==> config.mk <==
export PLATFORM = sky130hd
export DESIGN_NAME = fpc_queue
export DESIGN_NICKNAME = d
export VERILOG_FILES = /design/src/rtl/fpc_pkg.sv /design/src/rtl/fpc_queue.sv
export SDC_FILE = /design/constraint.sdc
export NUM_CORES = 1
export LEC_CHECK = 0
export ABC_AREA = 1
export BUFFER_PORTS_ARGS = -buffer_cell sky130_fd_sc_hd__buf_2
export CAP_MARGIN = 20
export CORE_MARGIN = 3
export CORE_UTILIZATION = 50
export CTS_CLUSTER_DIAMETER = 40
export DETAILED_ROUTE_END_ITERATION = 10
export PLACE_DENSITY = 0.7
export RECOVER_POWER = 25
export SYNTH_ARGS = -nofsm -noshare
export SYNTH_HDL_FRONTEND = slang
export SYNTH_SLANG_ARGS = --single-unit
==> constraint.sdc <==
create_clock -name clk -period 2.3 [get_ports clk]
set_input_delay 0.23 -clock clk [delete_from_list [all_inputs] [get_ports clk]]
set_output_delay 0.23 -clock clk [all_outputs]
set_load 0.02 [all_outputs]
==> src/rtl/fpc_pkg.sv <==
package fpc_pkg;

    // Point coordinates and the plane offset are Q15.6, the plane normal is Q1.12.
    localparam int COORD_W = 22;
    localparam int COEF_W  = 14;
    localparam int OFFS_W  = 22;

    // Bit positions of the fields inside one 64-bit plane register.
    localparam int CFG_W    = 64;
    localparam int COEF_A_LO = 50;
    localparam int COEF_B_LO = 36;
    localparam int COEF_C_LO = 22;
    localparam int OFFS_LO   = 0;

    // The offset is moved up by 12 bits so that it lines up with the Q.18 products.
    localparam int OFFS_SHIFT = 12;

    // Product of one coefficient and one coordinate, and the full distance sum.
    localparam int PROD_W = COEF_W + COORD_W;
    localparam int DIST_W = PROD_W + 2;

    // Register index port, wide enough for the largest plane count.
    localparam int CFG_IDX_W = 3;

    // Stream payload widths, rounded up to whole bytes.
    localparam int IN_TDATA_W  = 72;
    localparam int OUT_TDATA_W = 8;

    // Queue between the plane test and the group accumulator.
    localparam int QUEUE_DEPTH = 4;
    localparam int QUEUE_PTR_W = $clog2(QUEUE_DEPTH);
    localparam int QUEUE_CNT_W = $clog2(QUEUE_DEPTH + 1);

    typedef logic signed [COORD_W-1:0] coord_t;
    typedef logic signed [PROD_W-1:0]  prod_t;
    typedef logic signed [DIST_W-1:0]  dist_t;

    // Verdict on one point, as it travels from the plane test to the accumulator.
    typedef struct packed {
        logic hit;
        logic last;
    } cull_item_t;

endpackage

==> src/rtl/fpc_queue.sv <==
module fpc_queue (
    input  logic                clk,
    input  logic                rst_n,
    input  logic                in_valid,
    output logic                in_ready,
    input  fpc_pkg::cull_item_t in_item,
    output logic                out_valid,
    output fpc_pkg::cull_item_t out_item,
    input  logic                out_ready
);

    fpc_pkg::cull_item_t             mem [fpc_pkg::QUEUE_DEPTH];
    logic [fpc_pkg::QUEUE_PTR_W-1:0] wr_ptr_reg;
    logic [fpc_pkg::QUEUE_PTR_W-1:0] rd_ptr_reg;
    logic [fpc_pkg::QUEUE_CNT_W-1:0] count_reg;
    logic                            push;
    logic                            pop;

    assign in_ready  = count_reg != fpc_pkg::QUEUE_CNT_W'(fpc_pkg::QUEUE_DEPTH);
    assign out_valid = count_reg != '0;
    assign out_item  = mem[rd_ptr_reg];
    assign push      = in_valid && in_ready;
    assign pop       = out_valid && out_ready;

    always_ff @(posedge clk)
    begin
        if (push)
        begin
            mem[wr_ptr_reg] <= in_item;
        end
    end

    always_ff @(posedge clk or negedge rst_n)
    begin
        if (!rst_n)
        begin
            wr_ptr_reg <= '0;
            rd_ptr_reg <= '0;
            count_reg  <= '0;
        end
        else
        begin
            if (push)
            begin
                wr_ptr_reg <= wr_ptr_reg + fpc_pkg::QUEUE_PTR_W'(1);
            end
            if (pop)
            begin
                rd_ptr_reg <= rd_ptr_reg + fpc_pkg::QUEUE_PTR_W'(1);
            end
            if (push && !pop)
            begin
                count_reg <= count_reg + fpc_pkg::QUEUE_CNT_W'(1);
            end
            else if (pop && !push)
            begin
                count_reg <= count_reg - fpc_pkg::QUEUE_CNT_W'(1);
            end
        end
    end

endmodule

# Word level (Yosys, flattened, before mapping)
# Memories as Yosys holds them, arrays and structs flattened.
# Cells that the tools add are included.
[word_totals] memories=1 ff_bits=7 output_inout_bits=4 latch_bits=0 mem_bits_rw=8 romBits=0 elab_cells=21 inputBits=6
[mem_list] name="mem" depth=4 width=2 rd=1 rd_clocked_by_memory_dff=0 write_ports=1 line="fpc_queue.sv:12" source="fpc_pkg::cull_item_t mem [fpc_pkg::QUEUE_DEPTH];"
[classes] n_mul=0 shifts=0 addsub=4 order_cmp=0 mux=4 reduce_logical=8 eq_ne=1 n_div=0 bitwise_logic=0
[ops] cell="$mux 3" count=2
[ops] cell="$add 2x1->2 const B" count=2
[ops] cell="$logic_and 1x1->1" count=4
[ops] cell="$add 3x1->3 const B" count=1
[ops] cell="$ne 3x3->1 const B" count=1
[ops] cell="$reduce_bool 3->1" count=1
[ops] cell="$sub 3x1->3 const B" count=1
[ops] cell="$logic_not 1->1" count=2
[ops] cell="$mux 1" count=2
[ops] cell="$reduce_bool 2->1" count=1

# Longest topological paths before layout
# Gate-level depths: netlist of run 1.
[depth] word_depth=6 mapped_depth=12 depth_no_buf=12

# Worst setup path after synthesis of run 1
# No wires, ideal clock.
[synth_timing] path_kind="register -> register" from="reg count_reg[0] in the netlist's numbering" to="reg count_reg[1] in the netlist's numbering" path_stages_with_launch=10 synth_period_minus_slack_ns=1.778 slack_ns=0.522 setup_time_ns=0.127 required_time_ns=2.173 arrival_time_ns=1.651 cell_sequence="dfrtp_1 -> inv_1 -> nand3_2 -> nand2_4 -> inv_1 -> ha_1 -> inv_1 -> fa_1 -> nand2_1 -> o21ai_0"
[synth_between] elab_chain_len=5 elab_cells_between_ends=13
[synth_lines] element="from (decl)" line="fpc_queue.sv:15" source="logic [fpc_pkg::QUEUE_CNT_W-1:0] count_reg;"
[synth_lines] element="from (signal assigned)" line="fpc_queue.sv:53" source="count_reg <= count_reg + fpc_pkg::QUEUE_CNT_W'(1);"
[synth_lines] element="from (signal assigned)" line="fpc_queue.sv:57" source="count_reg <= count_reg - fpc_pkg::QUEUE_CNT_W'(1);"
[synth_lines] element="$ne 3x3->1 (*)" line="fpc_queue.sv:19" source="assign in_ready = count_reg != fpc_pkg::QUEUE_CNT_W'(fpc_pkg::QUEUE_DEPTH);"
[synth_lines] element="via in_ready" line="fpc_queue.sv:5" source="output logic in_ready,"
[synth_lines] element="$logic_and 1x1->1 (*)" line="fpc_queue.sv:22" source="assign push = in_valid && in_ready;"
[synth_lines] element="via push" line="fpc_queue.sv:16" source="logic push;"
[synth_lines] element="$logic_not 1->1" line="fpc_queue.sv:55" source="else if (pop && !push)"
[synth_lines] element="$logic_and 1x1->1" line="fpc_queue.sv:55"
[synth_lines] element="$reduce_bool 2->1 (no source line)"
# Mark *: on every way through the listed nets, which the timed path passes. The rest lies on a longest branch. The select of a mux whose other input is x is not followed.
# A chain may end at the register's enable or synchronous reset.

# Worst setup path after layout of run 1
[layout_timing] from="reg count_reg[1] in the netlist's numbering" to="reg count_reg[1] in the netlist's numbering"
[layout_between] elab_chain_len=5 elab_cells_between_ends=13
[layout_lines] element="$ne 3x3->1 (*)" line="fpc_queue.sv:19"
[layout_lines] element="$logic_and 1x1->1 (*)" line="fpc_queue.sv:22"
[layout_lines] element="via push" line="fpc_queue.sv:16"
[layout_lines] element="$logic_not 1->1" line="fpc_queue.sv:55"
[layout_lines] element="$logic_and 1x1->1" line="fpc_queue.sv:55"
[layout_lines] element="$reduce_bool 2->1 (no source line)"
# Marks and branches as above.

==> flow_summary.json, run 1 <==
{
  "numCtsBuffers": 3,
  "whs_ns": 0.2225,
  "largest_register_ffs": 8,
  "netlist_area_sq_um": 779.5,
  "syn_nets": 94,
  "ctsResizeCount": 0,
  "track_usage_pct": 13.90,
  "fillers": 121,
  "h-tree-depth": 1,
  "outcome": "complete, no violations",
  "regToRegSetupSlack_ns": 0.52,
  "syn_area_per_cell_sq_um": 9.506,
  "ios": 10,
  "drv_cap": 0,
  "hp-class": "in2reg",
  "netlist-cell-type-count": 16,
  "chipHeight_um": 45.49,
  "clkTransAtPathRegs_ns": 0.08,
  "routedWlPerCell_um": 10.47,
  "grt_pass1_vias": 493,
  "final_util_pct": 63.44,
  "antenna_found_initial": 0,
  "firstDrtPassIters": 3,
  "dpl.hpwl_um": 995.5,
  "cp_common_cell": "inv_1",
  "synth_warnings": 0,
  "drv_slew": 0,
  "whs_path_depth": 3,
  "critPathSlowestCell": "dfrtp_1",
  "r2r_cells": 9,
  "clock-sinks": 15,
  "holdPathEnd": "rd_ptr_reg[0]$_DFFE_PN0P_",
  "grt_max_degree": 11,
  "drt-initial-drc-count": 2,
  "p_total_uw": 1094,
  "switchingPower_uw": 463.5,
  "period_share_pct": 77.34,
  "pwr-share-seq_pct": 41.0,
  "path_class": "reg2reg",
  "final_common_cell": "nand2_1",
  "timing.slew.headroom_pct": 86.32,
  "peakVddDrop_v": 0.0007329,
  "fin_nets": 109,
  "port_buffers": 9,
  "layout_common_cells": "nand2_1 (22), inv_1 (18), edfxtp_1 (8)",
  "die_area_sq_mm": 0.002069,
  "rsz0062_at_grt": "no",
  "r2r-end": "count_reg[1]$_DFFE_PN0P_",
  "setup_tns_ns": 0,
  "path_buf_inv": 3,
  "slowest_delay_ns": 0.41,
  "cp_data_arrival_time_ns": 1.94,
  "syn_to_final_growth_pct": 12.52,
  "drc": 0,
  "rows": 13,
  "synth_seq_cells": 15,
  "grt_pass1_wl_um": 2001,
  "cp_cell_sequence": "inv_1, nand3_2, nand2_4, inv_1, ha_1, inv_1, fa_1, nand2_1, o21ai_0",
  "finalHoldViolCount": 0,
  "clk_path_buf_depth": 2,
  "antenna_cells": 0,
  "drive_gt1_share_pct": 15.63,
  "cts-root-buf": "clkbuf_4",
  "p_per_area_mw_per_mm2": 1247,
  "pwr-share-comb_pct": 45.9,
  "cp-start-kind": "flip-flop",
  "die_x_um": 45.49,
  "drtAntennaViolNets": 0,
  "path_delay_family": "adder cells",
  "r2r-start": "count_reg[1]$_DFFE_PN0P_",
  "period_needed_ns": 1.779,
  "cp-end-kind": "flip-flop",
  "vias": 529,
  "initial_core_util_pct": 56.38,
  "power.share.clock_pct": 13.1,
  "clk_latency_ns": 0.28,
  "globalplace.congestion": 0.7254,
  "setup_violations": 0,
  "cts_tree": "yes",
  "grt_overflow": 0,
  "core_sq_mm": 0.001383,
  "cp_max_fo": 7,
  "fin_area_sq_um": 877.1,
  "fin_worst_skew_ns": 0.004425,
  "viasPerCell": 4.766,
  "internal_power_uw": 630.7,
  "ys_seq_area_share_pct": 53.29,
  "netSwitchingFraction_pct": 42.36,
  "worstPathRequired_ns": 2.46,
  "placedInstanceArea_sq_um": 843.3,
  "syn_inst": 82,
  "worst-slew-pin-transition_ns": 0.2044,
  "fmax_ghz": 0.5622,
  "cellLeakagePower_uw": 0.0004389,
  "hp-start": "out_ready",
  "totalWireLength_um": 1162
}
cells in the mapped netlist, drive strengths merged:
| library cell | number | area share (%) |
|---|---|---|
| nand2 | 24 | 13 |
| edfxtp | 8 | 31 |
| o21ai | 1 | 0.64 |
| ha | 5 | 8.0 |
| xnor2 | 1 | 1.1 |
| nand4 | 1 | 0.80 |
| dfrtp | 7 | 22 |
| inv | 19 | 9.1 |
| fa | 1 | 2.6 |
| o211ai | 4 | 3.9 |
| nand3 | 7 | 5.8 |
| nor2 | 4 | 1.9 |
how the worst max path moves through the flow:
stage	cells after the start	endpoint	slack (ns)	from
finish	9	count_reg[1]$_DFFE_PN0P_	0.52	count_reg[1]$_DFFE_PN0P_
global route	9	count_reg[1]$_DFFE_PN0P_	0.33	count_reg[1]$_DFFE_PN0P_
CTS	9	count_reg[1]$_DFFE_PN0P_	0.51	count_reg[1]$_DFFE_PN0P_
detailed placement	9	count_reg[1]$_DFFE_PN0P_	0.52	count_reg[1]$_DFFE_PN0P_
global placement	9	count_reg[1]$_DFFE_PN0P_	0.58	count_reg[0]$_DFFE_PN0P_
floorplan	9	count_reg[1]$_DFFE_PN0P_	0.52	count_reg[0]$_DFFE_PN0P_
tightest hold or removal path: stages:
cell and delay [ns]:
buf_2 0.11, nand3_1 0.07, nand2_1 0.06
cell families after synthesis:
kind of cell / share of synthesized area [%]
simple gates: 21.35
buf+inv: 9.148
flops: 53.29
fa+ha+maj: 10.59
compound gates: 4.494
xor+xnor: 1.124
layout make-up:
type | instances | area [sq um] | share of cell area, %
repair buffers | 10 | 52.55 | 5.991
inverters | 19 | 71.32 | 8.131
multi-input cells | 48 | 292.8 | 33.38
flip-flops and latches | 15 | 415.4 | 47.36
well taps | 15 | 18.77 | 2.140
clock buffers | 4 | 26.28 | 2.996
per-stage QoR:
step | instances | setup WS [ns]
2_1_floorplan | 82 | 0.5219
3_3_place_gp | 106 | 0.5789
3_5_place_dp | 106 | 0.5192
4_1_cts | 111 | 0.5087
5_1_grt | 111 | 0.3324
6_report | 111 | 0.5212
power by group through the flow:
stage	Sequential, uW	Clock, uW	Combinational [uW]
floorplan	439	0	395
global placement	454	0	496
detailed placement	455	0	511
CTS	451	148	512
global route	461	164	583
finish	448	144	502
layer usage:
layer / vias to the layer above / share of wire (%) / wire length (um) / global-route usage, %
met2: 10 / 45 / 528 / 20.33
li1: 286 / - / - / -
met3: 4 / 3.9 / 45 / 2.372
met4: 0 / 2.5 / 29 / 10.53
met5: - / 0 / 0 / 0
met1: 229 / 48 / 558 / 18.09
repair_timing:
action,in CTS,in global routing
setup buffers,0,0
hold buffers,1,0
hold endpoints to repair,7,0
Power figures use the tool's default switching activity.
==> inputs of run 2 (changes only) <==
CORE_UTILIZATION = 49   (was 50)
PLACE_DENSITY = 0.72   (was 0.7)
clock period = 1.5 ns   (was 2.3 ns; I/O delays follow)
==> flow_summary.json, run 2 (synthesis gave the netlist of run 1 again) <==
{
  "rsz0062_at_grt": "yes",
  "placedInstanceArea_sq_um": 935.9,
  "peakVddDrop_v": 0.001166,
  "cts-root-buf": "clkbuf_4",
  "fmax_ghz": 0.6290,
  "core_sq_mm": 0.001399,
  "final_common_cell": "nand2_1",
  "fin_worst_skew_ns": 0.005943,
  "initial_core_util_pct": 55.72,
  "hp-class": "in2reg",
  "path_buf_inv": 3,
  "finalHoldViolCount": 0,
  "antenna_cells": 0,
  "final_util_pct": 74.33,
  "fin_nets": 123,
  "syn_to_final_growth_pct": 33.39,
  "die_x_um": 45.89,
  "final_cells": 125,
  "setup_tns_ns": -0.1680,
  "regArea_sq_um": 415.4,
  "viasPerCell": 4.776,
  "firstDrtPassIters": 4,
  "grt_overflow": 0,
  "drtAntennaViolNets": 0,
  "cp_cell_sequence": "inv_2, nand3_4, nand2_4, ha_4, inv_4, fa_2, inv_1, nand2_2, nand4_1, nand2_1",
  "path_class": "reg2reg",
  "failed_checks": "negative setup slack",
  "slowest_delay_ns": 0.44,
  "drv_cap": 0,
  "regToRegSetupSlack_ns": -0.09,
  "die_area_sq_mm": 0.002105,
  "cp-start-kind": "flip-flop",
  "ios": 10,
  "dp.cells": 114,
  "antenna_found_initial": 0,
  "drt-initial-drc-count": 20,
  "drc": 0,
  "critPathSlowestCell": "dfrtp_1",
  "routedWlPerCell_um": 11.42,
  "period_needed_ns": 1.590,
  "largest_register_ffs": 8,
  "clkTransAtPathRegs_ns": 0.10,
  "clk_path_buf_depth": 2,
  "globalplace.congestion": 0.7706,
  "clock-sinks": 15,
  "chipHeight_um": 45.89,
  "numCtsBuffers": 3,
  "clk_latency_ns": 0.29,
  "setup_slack_ns": -0.08972,
  "worst-slew-pin-transition_ns": 0.2073,
  "multi_input_area_sq_um": 337.8,
  "grt_max_degree": 11,
  "layout_common_cells": "nand2_1 (20), buf_4 (14), inv_1 (13)",
  "cts_tree": "yes",
  "track_usage_pct": 15.89,
  "timing.slew.headroom_pct": 86.13,
  "period_share_pct": 106.0,
  "p_per_area_mw_per_mm2": 1967,
  "dpl.hpwl_um": 999.8,
  "drv_slew": 0,
  "totalWireLength_um": 1427,
  "cp-end-kind": "flip-flop",
  "setup_violations": 2,
  "cp_max_fo": 3,
  "fillers": 102,
  "h-tree-depth": 1,
  "cellLeakagePower_uw": 0.0005117,
  "fin_area_sq_mm": 0.001040,
  "drive_gt1_share_pct": 36.36,
  "cp_data_arrival_time_ns": 1.78,
  "vias": 597,
  "path_delay_family": "adder cells",
  "outcome": "finished with violations",
  "grt_pass1_wl_um": 2290,
  "worstPathRequired_ns": 1.69,
  "port_buffers": 9,
  "rows": 13,
  "grt_pass1_vias": 565
}
-- run 2: changes by cell type in the layout (fill, tap and decap cells not counted), sizes merged --
cell    change
buf        +14
clkbuf      -1
clkinv      +1
-- run 2: final timing paths --
path,startpoint,end,cells past startpoint
max,count_reg[2]$_DFFE_PN0P_,count_reg[2]$_DFFE_PN0P_,10
min,in_item[1],mem[0][1]$_DFFE_PP_,1
max reg2reg,count_reg[2]$_DFFE_PN0P_,count_reg[2]$_DFFE_PN0P_,10
min reg2reg,rd_ptr_reg[0]$_DFFE_PN0P_,rd_ptr_reg[0]$_DFFE_PN0P_,2
max in group asynchronous,rst_n,wr_ptr_reg[1]$_DFFE_PN0P_,2
min in group asynchronous,rst_n,rd_ptr_reg[1]$_DFFE_PN0P_,2
-- run 2: report_power, final --
group / switching (uW) / internal (uW) / total (uW) / leakage [uW]
Clock: 138 / 99.1 / 237 / 0.0000177
Sequential: 104 / 579 / 684 / 0.000158
Combinational: 615 / 510 / 1120 / 0.000336
Total: 857 / 1190 / 2050 / 0.000512
-- run 2: metal layers --
metal  vias up  GRT usage (%)  wire [um]
li1        313              -          -
met1       264          19.55        635
met2        18          25.55        702
met3         2          2.372         68
met4         0          10.23         21
met5         -              0          0
-- run 2: repair_timing --
item                       in CTS  in global routing
gates resized for setup         6                  3
pin swaps                       9                  2
hold endpoints to repair        7                  0
buffers inserted                4                  2
hold buffers                    1                  0
cloned                          0                  0
setup endpoints to repair       2                  3
-- run 2: final cells by class --
type | count | share of cell area [%]
Clock inverter | 1 | 0.4813
Tap cell | 15 | 1.805
Clock buffer | 3 | 2.166
Multi-Input combinational cell | 48 | 32.49
Sequential cell | 15 | 39.95
Timing Repair Buffer | 24 | 15.76
Inverter | 19 | 7.341
-- run 2: per-stage QoR --
stage / setup WS [ns] / hold slack [ns] / total power [uW]
floorplan: -0.1562 / -0.1456 / 1358
global placement: -0.1032 / -0.008579 / 1646
detailed placement: -0.1389 / -0.007669 / 1676
CTS: -0.07679 / 0.07953 / 2003
global route: -0.1934 / 0.1568 / 2225
finish: -0.08972 / 0.1340 / 2046
