--- config.mk ---
export PLATFORM = sky130hd
export DESIGN_NAME = fpc_group_acc
export DESIGN_NICKNAME = d
export VERILOG_FILES = /design/src/rtl/fpc_pkg.sv /design/src/rtl/fpc_group_acc.sv
export SDC_FILE = /design/constraint.sdc
export NUM_CORES = 1
export LEC_CHECK = 0
export ABC_AREA = 1
export BUFFER_PORTS_ARGS = -buffer_cell sky130_fd_sc_hd__buf_2
export CAP_MARGIN = 20
export CELL_PAD_IN_SITES_DETAIL_PLACEMENT = 1
export CELL_PAD_IN_SITES_GLOBAL_PLACEMENT = 1
export CORE_AREA = 2 2 39 41
export CTS_BUF_LIST = sky130_fd_sc_hd__clkbuf_8
export DETAILED_ROUTE_END_ITERATION = 8
export DIE_AREA = 0 0 41 43
export PLACE_DENSITY_LB_ADDON = 0.1
export RECOVER_POWER = 50
export SLEW_MARGIN = 20
export SYNTH_ARGS = -nofsm -noshare
export SYNTH_HDL_FRONTEND = slang
export SYNTH_SLANG_ARGS = --single-unit
--- constraint.sdc ---
create_clock -name clk -period 1.39 [get_ports clk]
set_input_delay 0.417 -clock clk [delete_from_list [all_inputs] [get_ports clk]]
set_output_delay 0.417 -clock clk [all_outputs]
set_load 0.02 [all_outputs]
--- src/rtl/fpc_pkg.sv ---
package fpc_pkg;

    // Point coordinates and the plane offset are Q15.6, the plane normal is Q1.12.
    localparam int COORD_W = 22;
    localparam int COEF_W  = 14;
    localparam int OFFS_W  = 22;

    // Bit positions of the fields inside one 64-bit plane register.
    localparam int CFG_W    = 64;
    localparam int COEF_A_LO = 50;
    localparam int COEF_B_LO = 36;
    localparam int COEF_C_LO = 22;
    localparam int OFFS_LO   = 0;

    // The offset is moved up by 12 bits so that it lines up with the Q.18 products.
    localparam int OFFS_SHIFT = 12;

    // Product of one coefficient and one coordinate, and the full distance sum.
    localparam int PROD_W = COEF_W + COORD_W;
    localparam int DIST_W = PROD_W + 2;

    // Register index port, wide enough for the largest plane count.
    localparam int CFG_IDX_W = 3;

    // Stream payload widths, rounded up to whole bytes.
    localparam int IN_TDATA_W  = 72;
    localparam int OUT_TDATA_W = 8;

    // Queue between the plane test and the group accumulator.
    localparam int QUEUE_DEPTH = 4;
    localparam int QUEUE_PTR_W = $clog2(QUEUE_DEPTH);
    localparam int QUEUE_CNT_W = $clog2(QUEUE_DEPTH + 1);

    typedef logic signed [COORD_W-1:0] coord_t;
    typedef logic signed [PROD_W-1:0]  prod_t;
    typedef logic signed [DIST_W-1:0]  dist_t;

    // Verdict on one point, as it travels from the plane test to the accumulator.
    typedef struct packed {
        logic hit;
        logic last;
    } cull_item_t;

endpackage

--- src/rtl/fpc_group_acc.sv ---
module fpc_group_acc (
    input  logic                clk,
    input  logic                rst_n,
    input  logic                in_valid,
    output logic                in_ready,
    input  fpc_pkg::cull_item_t in_item,
    output logic                out_valid,
    output logic                out_visible,
    input  logic                out_ready
);

    logic any_inside_reg;
    logic any_inside_next;
    logic out_valid_reg;
    logic out_visible_reg;
    logic pop;

    // A point that closes a group waits until the result register is free.
    assign in_ready        = !in_item.last || !out_valid_reg || out_ready;
    assign pop             = in_valid && in_ready;
    assign any_inside_next = any_inside_reg || in_item.hit;
    assign out_valid       = out_valid_reg;
    assign out_visible     = out_visible_reg;

    always_ff @(posedge clk or negedge rst_n)
    begin
        if (!rst_n)
        begin
            any_inside_reg <= 1'b0;
            out_valid_reg  <= 1'b0;
        end
        else
        begin
            if (pop && in_item.last)
            begin
                any_inside_reg <= 1'b0;
                out_valid_reg  <= 1'b1;
            end
            else
            begin
                if (pop)
                begin
                    any_inside_reg <= any_inside_next;
                end
                if (out_ready)
                begin
                    out_valid_reg <= 1'b0;
                end
            end
        end
    end

    always_ff @(posedge clk)
    begin
        if (pop && in_item.last)
        begin
            out_visible_reg <= any_inside_next;
        end
    end

endmodule

Word-level counts from Yosys, hierarchy flattened

Cells that the tools add are included.

Register bits after elaboration: 3
Output and inout port bits: 3

Multiplexer cells: 4
Reduce and logical (&&, ||, !) cells: 9

Operators by type and width:

| cell               | number |
|---|---|
| 1-bit two-way mux  | 4 |
| 2-bit nonzero test | 2 |
| 1-bit logical OR   | 3 |
| 1-bit logical AND  | 2 |
| 1-bit logical NOT  | 2 |

Longest topological paths before layout

Gate-level depths: netlist of the first run.

Depth in word-level cells: 6
Gate-level depth with buffers: 5
Gate-level depth less buffers: 5

Worst setup path before layout of the first run

No wires, ideal clock.

Path type: reg2out
Start: reg out_valid_reg (netlist: out_valid)
End: out in_ready
Data arrival time: 0.695 ns
Required time: 0.973 ns
Setup slack: 0.278 ns
Stages on the path, launching flop included: 2
Path buffers: 0
Cells stage by stage: dfrtp_1 > nand3_1

Longest elaborated chain between the ends: 3

RTL lines:

| item                          | RTL line            | text |
|---|---|---|
| from (decl)                   | fpc_group_acc.sv:14 | `logic out_valid_reg;` |
| from (signal assigned)        | fpc_group_acc.sv:30 | `out_valid_reg <= 1'b0;` |
| from (signal assigned)        | fpc_group_acc.sv:37 | `out_valid_reg <= 1'b1;` |
| from (signal assigned)        | fpc_group_acc.sv:47 | `out_valid_reg <= 1'b0;` |
| 1-bit logical NOT             | fpc_group_acc.sv:19 | `assign in_ready = !in_item.last \|\| !out_valid_reg \|\| out_ready;` |
| 1-bit logical OR (2 in a row) | fpc_group_acc.sv:19 |  |
| to (decl)                     | fpc_group_acc.sv:5  | `output logic in_ready,` |

Every way passes these cells.

Worst setup path in the final report of the first run

Same ends and word-level chain as after synthesis.

==> results.sh, run 1 <==
export IMPL_outcome="finished, final reports clean"
export IMPL_final_layout_size_suffix_gt1_frac=0.393
export IMPL_first_global_vias=158
export IMPL_numCtsBuffers=3
export IMPL_synth_top_area_cell="dfrtp_1"
export IMPL_ant_nets=0
export IMPL_register_area_um2=80.1
export IMPL_synthDistinctLibCells=7
export IMPL_io_buffers=8
export IMPL_coreArea_mm2=0.00138
export IMPL_fin_area_um2=250
export IMPL_clk_pin_slew_ns=0.03
export IMPL_placed_cell_area_um2=199
export IMPL_fp_dieArea_mm2=0.00176
export IMPL_cts_sinks=3
export IMPL_netlist_instances=15
export IMPL_grt_overflow_total=0
export IMPL_die_h_um=43
export IMPL_worst_slew_pin_slew_ns=0.124
export IMPL_rows=14
export IMPL_post_cts_resized=0
export IMPL_worst_path_max_fanout=3
export IMPL_ys_warnings_count=0
export IMPL_fmax_ghz=0.771
export IMPL_power_uw=384
export IMPL_die_w_um=41
export IMPL_maxSlewHeadroom=0.917
export IMPL_grt_usage=0.0534
export IMPL_syn_area_per_cell_um2=9.26
export IMPL_setup_viol=0
export IMPL_post_drt_wl_per_cell_um=7.80
export IMPL_htree_num_levels=1
export IMPL_clk_path_buf_depth=2
export IMPL_worst_ep_arrival_time_ns=0.88
export IMPL_clkLatencyLatePin_ns=0.21
export IMPL_synthTopCellsByArea="dfrtp_1, edfxtp_1, nand2_1, inv_1, nand3_1"
export IMPL_vias=134
export IMPL_drv_cap=0
export IMPL_crit_path_start_kind="register"
export IMPL_antenna_found_initial=0
export IMPL_fillers=170
export IMPL_area_delta_synth_final_pct=80.2
export IMPL_slew_violations=0
export IMPL_cts_root_buf="clkbuf_8"
export IMPL_min_path_type="register to register"
export IMPL_crit_type="register to primary output"
export IMPL_rsz0062_at_grt="false"
export IMPL_ir_worst_vdd_uv=493
export IMPL_powerDensity_mw_per_mm2=1530
export IMPL_n_antenna_cell=0
export IMPL_synth_area_um2=139
export IMPL_grt_max_degree=4
export IMPL_skew_ns=0.00228
export IMPL_ioPinCount=9
export IMPL_drc=0
export IMPL_critPathRequiredTime_ns=0.97
export IMPL_worst_setup_path_end_kind="primary output"
export IMPL_dr_pass1_iters=1
export IMPL_cts_tree="done"
export IMPL_multi_input_area_um2=45.0
export IMPL_grt_pass1_wl_um=538
export IMPL_finalHoldViolCount=0
export IMPL_setup_tns_ns=0
export IMPL_synth_top_area_frac=0.360
export IMPL_routed_wl_um=343
export IMPL_p_leak_nw=0.136
export IMPL_initial_core_util=0.100
export IMPL_ys_seq_elements=3
export IMPL_place_gp_congestion=0.565
export IMPL_min_period_ns=1.30
export IMPL_synth_fp_nets=21
export IMPL_fin_nets=35
export IMPL_initialDrtViolationCount=0
export IMPL_finalCritPeriodShare=0.933
export IMPL_avgViaCountPerCell=3.05
export IMPL_ys_seq_area_frac=0.577
## area by class of cell
| type | count | area share |
|---|---|---|
| well taps | 16 | 0.0800 |
| clock inverters | 1 | 0.0150 |
| repair buffers | 9 | 0.195 |
| inverters | 3 | 0.0450 |
| multi-input cells | 9 | 0.180 |
| clock buffers | 3 | 0.165 |
| flip-flops and latches | 3 | 0.320 |
## synthesized netlist by cell type
cell and n:
nand2_1 5, inv_1 3, dfrtp_1 2, nand3_1 2, edfxtp_1 1, nand3_2 1, or2_4 1
## layout by cell type (no fill, tap or decap)
master | netlist | layout
nand2_1 | 5 | 5
inv_1 | 3 | 4
edfxtp_1 | 1 | 1
dfrtp_1 | 2 | 2
buf_2 | 0 | 7
clkbuf_1 | 0 | 1
nand3_2 | 1 | 1
dlygate4sd3_1 | 0 | 1
or2_0 | 0 | 1
clkbuf_8 | 0 | 3
nand3_1 | 2 | 2
## per-layer routing
metal	part of all wire	global-route usage	up-vias
met4	0	0.0600	0
li1	-	-	71
met3	0.12	0.0471	0
met1	0.42	0.0422	56
met2	0.45	0.0688	7
met5	0	0	-
## what timing repair did
item,CTS,global route
buffers inserted,0,0
hold buffers,1,0
endpoints found under the hold margin,2,0
## path summary, 6_finish.rpt
| check | startpoint | end | slack, ns | depth (start not counted) |
|---|---|---|---|---|
| setup / recovery | out_valid$_DFFE_PN0P_ | in_ready | 0.09 | 2 |
| hold / removal | any_inside_reg$_DFFE_PN0P_ | any_inside_reg$_DFFE_PN0P_ | 0.47 | 2 |
| setup reg to reg | out_valid$_DFFE_PN0P_ | out_visible$_DFFE_PP_ | 0.46 | 3 |
| hold reg to reg | any_inside_reg$_DFFE_PN0P_ | any_inside_reg$_DFFE_PN0P_ | 0.47 | 2 |
| max in group asynchronous | rst_n | out_valid$_DFFE_PN0P_ | 0.73 | 2 |
| min in group asynchronous | rst_n | any_inside_reg$_DFFE_PN0P_ | 0.53 | 2 |
## stage by stage
| stage | worst slack (ns) | instances | util | hold WS (ns) |
|---|---|---|---|---|
| floorplan | 0.278 | 15 | - | 0.121 |
| global placement | 0.152 | 39 | 0.144 | 0.204 |
| detailed placement | 0.143 | 39 | 0.144 | 0.207 |
| CTS | 0.0848 | 44 | 0.184 | 0.479 |
| global route | 0.0519 | 44 | 0.181 | 0.493 |
| finish | 0.0936 | 44 | 0.181 | 0.467 |
## worst max-delay path, cell delays in order (launching register included)
cell and delay, ns:
dfrtp_1 0.39, nand3_1 0.11, buf_2 0.17
## where the power goes
group / internal (mW) / total (mW) / switching [mW]
Combinational: 0.0163 / 0.0394 / 0.0231
Sequential: 0.101 / 0.105 / 0.00413
Clock: 0.187 / 0.240 / 0.0522
Total: 0.304 / 0.384 / 0.0794
## logic make-up after synthesis
logic type             share of synthesized area
AND/OR/NAND/NOR                            0.342
flip-flops                                 0.577
buffers and inverters                     0.0811
Power figures use the tool's default switching activity.
==> run 2, diff against run 1 <==
--- a/config.mk
+++ b/config.mk
@@ -15,7 +15,6 @@
 export DETAILED_ROUTE_END_ITERATION = 8
 export DIE_AREA = 0 0 41 43
 export PLACE_DENSITY_LB_ADDON = 0.1
-export RECOVER_POWER = 50
 export SLEW_MARGIN = 20
 export SYNTH_ARGS = -nofsm -noshare
 export SYNTH_HDL_FRONTEND = slang
==> run 2 against run 1 <==
First-iteration DRC count stayed put; clock skew hardly changed; utilization is 0.27 points higher; sequential share of layout area is 0.47 points lower; via count is 1.5% higher.
==> results.sh, run 2 (synthesis results as in run 1) <==
export IMPL_critPathBufInv=1
export IMPL_finalCritPeriodShare=0.933
export IMPL_ioPinCount=9
export IMPL_hold_path_startpoint="any_inside_reg$_DFFE_PN0P_"
export IMPL_layout_cells_most_common="buf_2"
export IMPL_grt_max_degree=4
export IMPL_r2r_start="out_valid$_DFFE_PN0P_"
export IMPL_cp_top_family="flip-flops"
export IMPL_drv_cap=0
export IMPL_finalHoldViolCount=0
export IMPL_worst_slew_pin_slew_ns=0.105
export IMPL_grt_overflow_total=0
export IMPL_worst_path_max_fanout=3
export IMPL_fmax_ghz=0.771
export IMPL_min_period_ns=1.30
export IMPL_crit_type="register to primary output"
export IMPL_routed_wl_um=340
export IMPL_critPathRequiredTime_ns=0.97
export IMPL_drc=0
export IMPL_slowest_delay_ns=0.39
export IMPL_rsz0062_at_grt="false"
export IMPL_die_h_um=43
export IMPL_htree_num_levels=1
export IMPL_post_drt_wl_per_cell_um=7.73
export IMPL_initial_core_util=0.100
export IMPL_dp_cells=39
export IMPL_cp_startpoint="out_valid$_DFFE_PN0P_"
export IMPL_setup_viol=0
export IMPL_clkLatencyLatePin_ns=0.21
export IMPL_worst_setup_path_end_kind="primary output"
export IMPL_multi_input_area_um2=47.5
export IMPL_cts_root_buf="clkbuf_8"
export IMPL_crit_path_start_kind="register"
export IMPL_first_global_vias=158
export IMPL_io_buffers=8
export IMPL_dr_pass1_iters=1
export IMPL_p_leak_nw=0.141
export IMPL_cts_setup_buffers=0
export IMPL_place_gp_congestion=0.565
export IMPL_path_cells="nand3_1, buf_2"
export IMPL_worst_ep_arrival_time_ns=0.88
export IMPL_clk_path_buf_depth=2
export IMPL_die_w_um=41
export IMPL_grt_usage=0.0534
export IMPL_setup_tns_ns=0
export IMPL_min_path_type="register to register"
export IMPL_antenna_found_initial=0
export IMPL_coreArea_mm2=0.00138
export IMPL_skew_ns=0.00228
export IMPL_holdWs_ns=0.474
export IMPL_powerDensity_mw_per_mm2=1520
export IMPL_register_area_um2=80.1
export IMPL_cts_sinks=3
export IMPL_maxSlewHeadroom=0.930
export IMPL_slew_violations=0
export IMPL_fin_nets=35
export IMPL_utilization=0.184
export IMPL_ir_worst_vdd_uv=493
export IMPL_final_cell_mix="buf_2, nand2_1, inv_1"
export IMPL_critPathSlowestCell="dfrtp_1"
export IMPL_vias=136
export IMPL_grt_pass1_wl_um=538
export IMPL_fin_cells=44
export IMPL_clk_pin_slew_ns=0.03
export IMPL_final_layout_size_suffix_gt1_frac=0.464
export IMPL_fp_dieArea_mm2=0.00176
export IMPL_n_antenna_cell=0
export IMPL_area_delta_synth_final_pct=82.9
export IMPL_outcome="finished, final reports clean"
export IMPL_rows=14
export IMPL_fillers=168
export IMPL_avgViaCountPerCell=3.09
export IMPL_numCtsBuffers=3
export IMPL_initialDrtViolationCount=0
export IMPL_cts_tree="done"
export IMPL_ant_nets=0
run 2: changes by cell type in the layout (fill, tap and decap cells not counted):
cell      change
or2_0         -1
clkbuf_1      -1
buf_2         +1
or2_4         +1
run 2: cell type report:
class                      count  area share
inverter                       3      0.0443
clock buffer                   3       0.163
tap                           16      0.0788
sequential                     3       0.315
clock inverter                 1      0.0148
timing repair buffer           9       0.197
multi-input combinational      9       0.187
run 2: what timing repair did:
item,in CTS,in global routing
endpoints found under the hold margin,2,0
hold buffers,1,0
resized for setup,0,0
run 2: report_power, final:
part	internal, mW	total [mW]	switching, mW
clock network	0.187	0.240	0.0522
logic	0.0190	0.0421	0.0231
registers	0.101	0.105	0.00438
total	0.307	0.387	0.0796
run 2: routing by layer:
metal | part of all wire | vias to the layer above | GRT usage
met2 | 0.45 | 7 | 0.0688
met4 | 0 | 0 | 0.0600
li1 | - | 72 | -
met3 | 0.12 | 0 | 0.0471
met1 | 0.42 | 57 | 0.0422
met5 | 0 | - | 0
run 2: worst paths after layout:
path | endpoint | slack (ns) | cells after the start
min | any_inside_reg$_DFFE_PN0P_ | 0.47 | 2
max | in_ready | 0.09 | 2
max in group asynchronous | out_valid$_DFFE_PN0P_ | 0.77 | 2
min in group asynchronous | any_inside_reg$_DFFE_PN0P_ | 0.52 | 2
min reg2reg | any_inside_reg$_DFFE_PN0P_ | 0.47 | 2
max reg2reg | out_visible$_DFFE_PP_ | 0.46 | 3
run 2: worst reg2reg max path, cell delays in order (launching register included):
cell,delay (ns)
dfrtp_1,0.39
nand2_1,0.09
nand3_1,0.09
inv_1,0.07
run 2: per-stage QoR:
stage / power (mW) / instance area, µm² / worst slack [ns]
6_report: 0.387 / 254 / 0.0936
5_1_grt: 0.411 / 254 / 0.0519
3_5_place_dp: 0.147 / 199 / 0.143
2_1_floorplan: 0.128 / 139 / 0.278
4_1_cts: 0.398 / 254 / 0.0848
3_3_place_gp: 0.147 / 199 / 0.152
==> run 3, diff against run 2 <==
--- a/config.mk
+++ b/config.mk
@@ -5,8 +5,7 @@
 export SDC_FILE = /design/constraint.sdc
 export NUM_CORES = 1
 export LEC_CHECK = 0
-export ABC_AREA = 1
-export BUFFER_PORTS_ARGS = -buffer_cell sky130_fd_sc_hd__buf_2
+export BUFFER_PORTS_ARGS = -buffer_cell sky130_fd_sc_hd__buf_4
 export CAP_MARGIN = 20
 export CELL_PAD_IN_SITES_DETAIL_PLACEMENT = 1
 export CELL_PAD_IN_SITES_GLOBAL_PLACEMENT = 1
==> run 3 against run 2 <==
Synthesized cell count down 20%; hold slack better by 0.00085 ns; clock skew up 0.0026 ns; global-route usage up 0.99 points; wire length up 8.2%; combinational power up 26%; die area unchanged; flip-flop and latch count unchanged; final cell count down 4.5%; via count up 0.74%; critical path depth up 1; critical endpoint unchanged; largest power group unchanged.
==> results.sh, run 3 <==
export IMPL_outcome="finished, final reports clean"
export IMPL_fillers=167
export IMPL_syn_area_per_cell_um2=11.4
export IMPL_cts_sinks=3
export IMPL_r2r_start="out_valid$_DFFE_PN0P_"
export IMPL_r2r_cells=3
export IMPL_min_path_type="primary input to register"
export IMPL_n_antenna_cell=0
export IMPL_setup_viol=0
export IMPL_antenna_found_initial=0
export IMPL_ys_warnings_count=0
export IMPL_cp_top_family="flip-flops"
export IMPL_met1_usage=0.0484
export IMPL_ys_seq_elements=3
export IMPL_worst_slew_pin_slew_ns=0.113
export IMPL_critPathSlowestCell="dfrtp_1"
export IMPL_synthDistinctLibCells=9
export IMPL_rsz0062_at_grt="false"
export IMPL_worst_setup_path_end_kind="primary output"
export IMPL_grt_pass1_wl_um=593
export IMPL_rows=14
export IMPL_place_gp_congestion=0.662
export IMPL_synth_edf_count=1
export IMPL_min_period_ns=1.32
export IMPL_fp_dieArea_mm2=0.00176
export IMPL_worst_ep_arrival_time_ns=0.90
export IMPL_layout_cells_most_common="buf_4"
export IMPL_cp_num_cells=3
export IMPL_initialDrtViolationCount=0
export IMPL_die_h_um=43
export IMPL_cp_startpoint="out_valid$_DFFE_PN0P_"
export IMPL_ant_nets=0
export IMPL_drv_cap=0
export IMPL_initial_core_util=0.0986
export IMPL_busiest_layer="met3"
export IMPL_cts_tree="done"
export IMPL_crit_end="in_ready"
export IMPL_ys_seq_area_frac=0.587
export IMPL_synthTopCellsByArea="dfrtp_1, edfxtp_1, nand2b_1, o211a_1, nor2b_2"
export IMPL_post_drt_wl_per_cell_um=8.76
export IMPL_grt_overflow_total=0
export IMPL_synth_area_um2=136
export IMPL_avgViaCountPerCell=3.26
export IMPL_register_area_um2=80.1
export IMPL_vias=137
export IMPL_multi_input_area_um2=61.3
export IMPL_slew_violations=0
export IMPL_setup_tns_ns=0
export IMPL_cts_root_buf="clkbuf_8"
export IMPL_final_layout_size_suffix_gt1_frac=0.538
export IMPL_first_global_vias=145
export IMPL_slowest_delay_ns=0.37
export IMPL_drc=0
export IMPL_rrSetupSlack_ns=0.36
export IMPL_worst_path_max_fanout=2
export IMPL_synth_fp_nets=18
export IMPL_async_flop_share=0.667
export IMPL_met2_usage=0.0656
export IMPL_synth_top_area_frac=0.367
export IMPL_ir_worst_vdd_uv=485
export IMPL_skew_ns=0.00489
export IMPL_coreArea_mm2=0.00138
export IMPL_die_w_um=41
export IMPL_numCtsBuffers=3
export IMPL_grt_use_met3=0.0942
export IMPL_fin_nets=33
export IMPL_fmax_ghz=0.758
export IMPL_clk_pin_slew_ns=0.03
export IMPL_routed_wl_um=368
export IMPL_netlist_instances=12
export IMPL_crit_path_start_kind="register"
export IMPL_grt_max_degree=4
export IMPL_ioPinCount=9
export IMPL_final_cell_mix="buf_4, clkbuf_8, nand2_1, nand2b_1, dfrtp_1"
export IMPL_io_buffers=8
export IMPL_powerDensity_mw_per_mm2=1420
export IMPL_synth_top_area_cell="dfrtp_1"
export IMPL_fin_ws_ns=0.0707
export IMPL_critPathRequiredTime_ns=0.97
export IMPL_cts_setup_buffers=0
export IMPL_area_delta_synth_final_pct=111
export IMPL_critPathBufInv=1
export IMPL_crit_type="register to primary output"
export IMPL_dr_pass1_iters=1
export IMPL_hold_path_startpoint="in_item[1]"
export IMPL_path_cells="nor2b_4, nand2_1, buf_6"
export IMPL_ys_flop_type="dfrtp_1"
export IMPL_grt_usage=0.0633
export IMPL_finalHoldViolCount=0
export IMPL_place_ws_ns=0.0961
export IMPL_synth_commonest_cells="dfrtp_1, nand2_1, nand2b_1"
export IMPL_reg2reg_to="out_visible$_DFFE_PP_"
export IMPL_finalCritPeriodShare=0.949
export IMPL_maxSlewHeadroom=0.924
export IMPL_clkLatencyLatePin_ns=0.22
export IMPL_htree_num_levels=1
export IMPL_p_leak_nw=0.151
export IMPL_clk_path_buf_depth=2
export IMPL_power_uw=408
[run 3: cell count changes after synthesis]
cell,change
inv_1,-3
nand2_1,-3
nand2b_1,+2
nand3_1,-2
a21o_1,+1
nand3_2,-1
nor2_1,+1
nor2b_2,+1
o211a_1,+1
or2_2,+1
or2_4,-1
[run 3: cell type report]
class,count,share of cell area
clock inverters,1,0.0130
clock buffers,3,0.143
repair buffers,10,0.283
flip-flops and latches,3,0.278
multi-input cells,9,0.213
well taps,16,0.0696
[run 3: power breakdown]
part | internal, mW | switching [mW]
Clock | 0.188 | 0.0632
Combinational | 0.0319 | 0.0213
Sequential | 0.0995 | 0.00343
Total | 0.320 | 0.0879
[run 3: cell families after synthesis]
family,after synthesis,synth area share
simple gates,7,0.284
compound gates,2,0.128
flops,3,0.587
[run 3: worst min-delay path by stage]
stage | endpoint | depth (start not counted)
floorplan | any_inside_reg$_DFFE_PN0P_ | 0
global placement | any_inside_reg$_DFFE_PN0P_ | 1
detailed placement | out_valid$_DFFE_PN0P_ | 1
CTS | out_visible$_DFFE_PP_ | 2
global route | out_visible$_DFFE_PP_ | 2
finish | out_visible$_DFFE_PP_ | 2
[run 3: per-stage QoR]
stage	hold WS, ns	util	instance area [µm²]	instances
finish	0.475	0.208	288	42
global route	0.475	0.208	288	42
CTS	0.475	0.202	279	42
detailed placement	0.202	0.162	224	37
global placement	0.202	0.162	224	37
floorplan	0.121	-	136	12
[run 3: worst reg2reg max path, cell delays in order (launching register included)]
cell     delay, ns
dfrtp_1       0.37
nor2b_4       0.13
buf_4         0.13
nor2_1        0.12
[run 3: timing repair]
action / in CTS / in global routing
hold endpoints to repair: 2 / 0
setup endpoints to repair: 0 / 1
gates resized for setup: 0 / 2
hold buffers: 1 / 0
[run 3: metal layers]
metal | vias to the layer above | part of all wire
met5 | - | 0
met4 | 0 | 0.079
met3 | 5 | 0.15
met2 | 7 | 0.46
met1 | 58 | 0.30
li1 | 67 | -
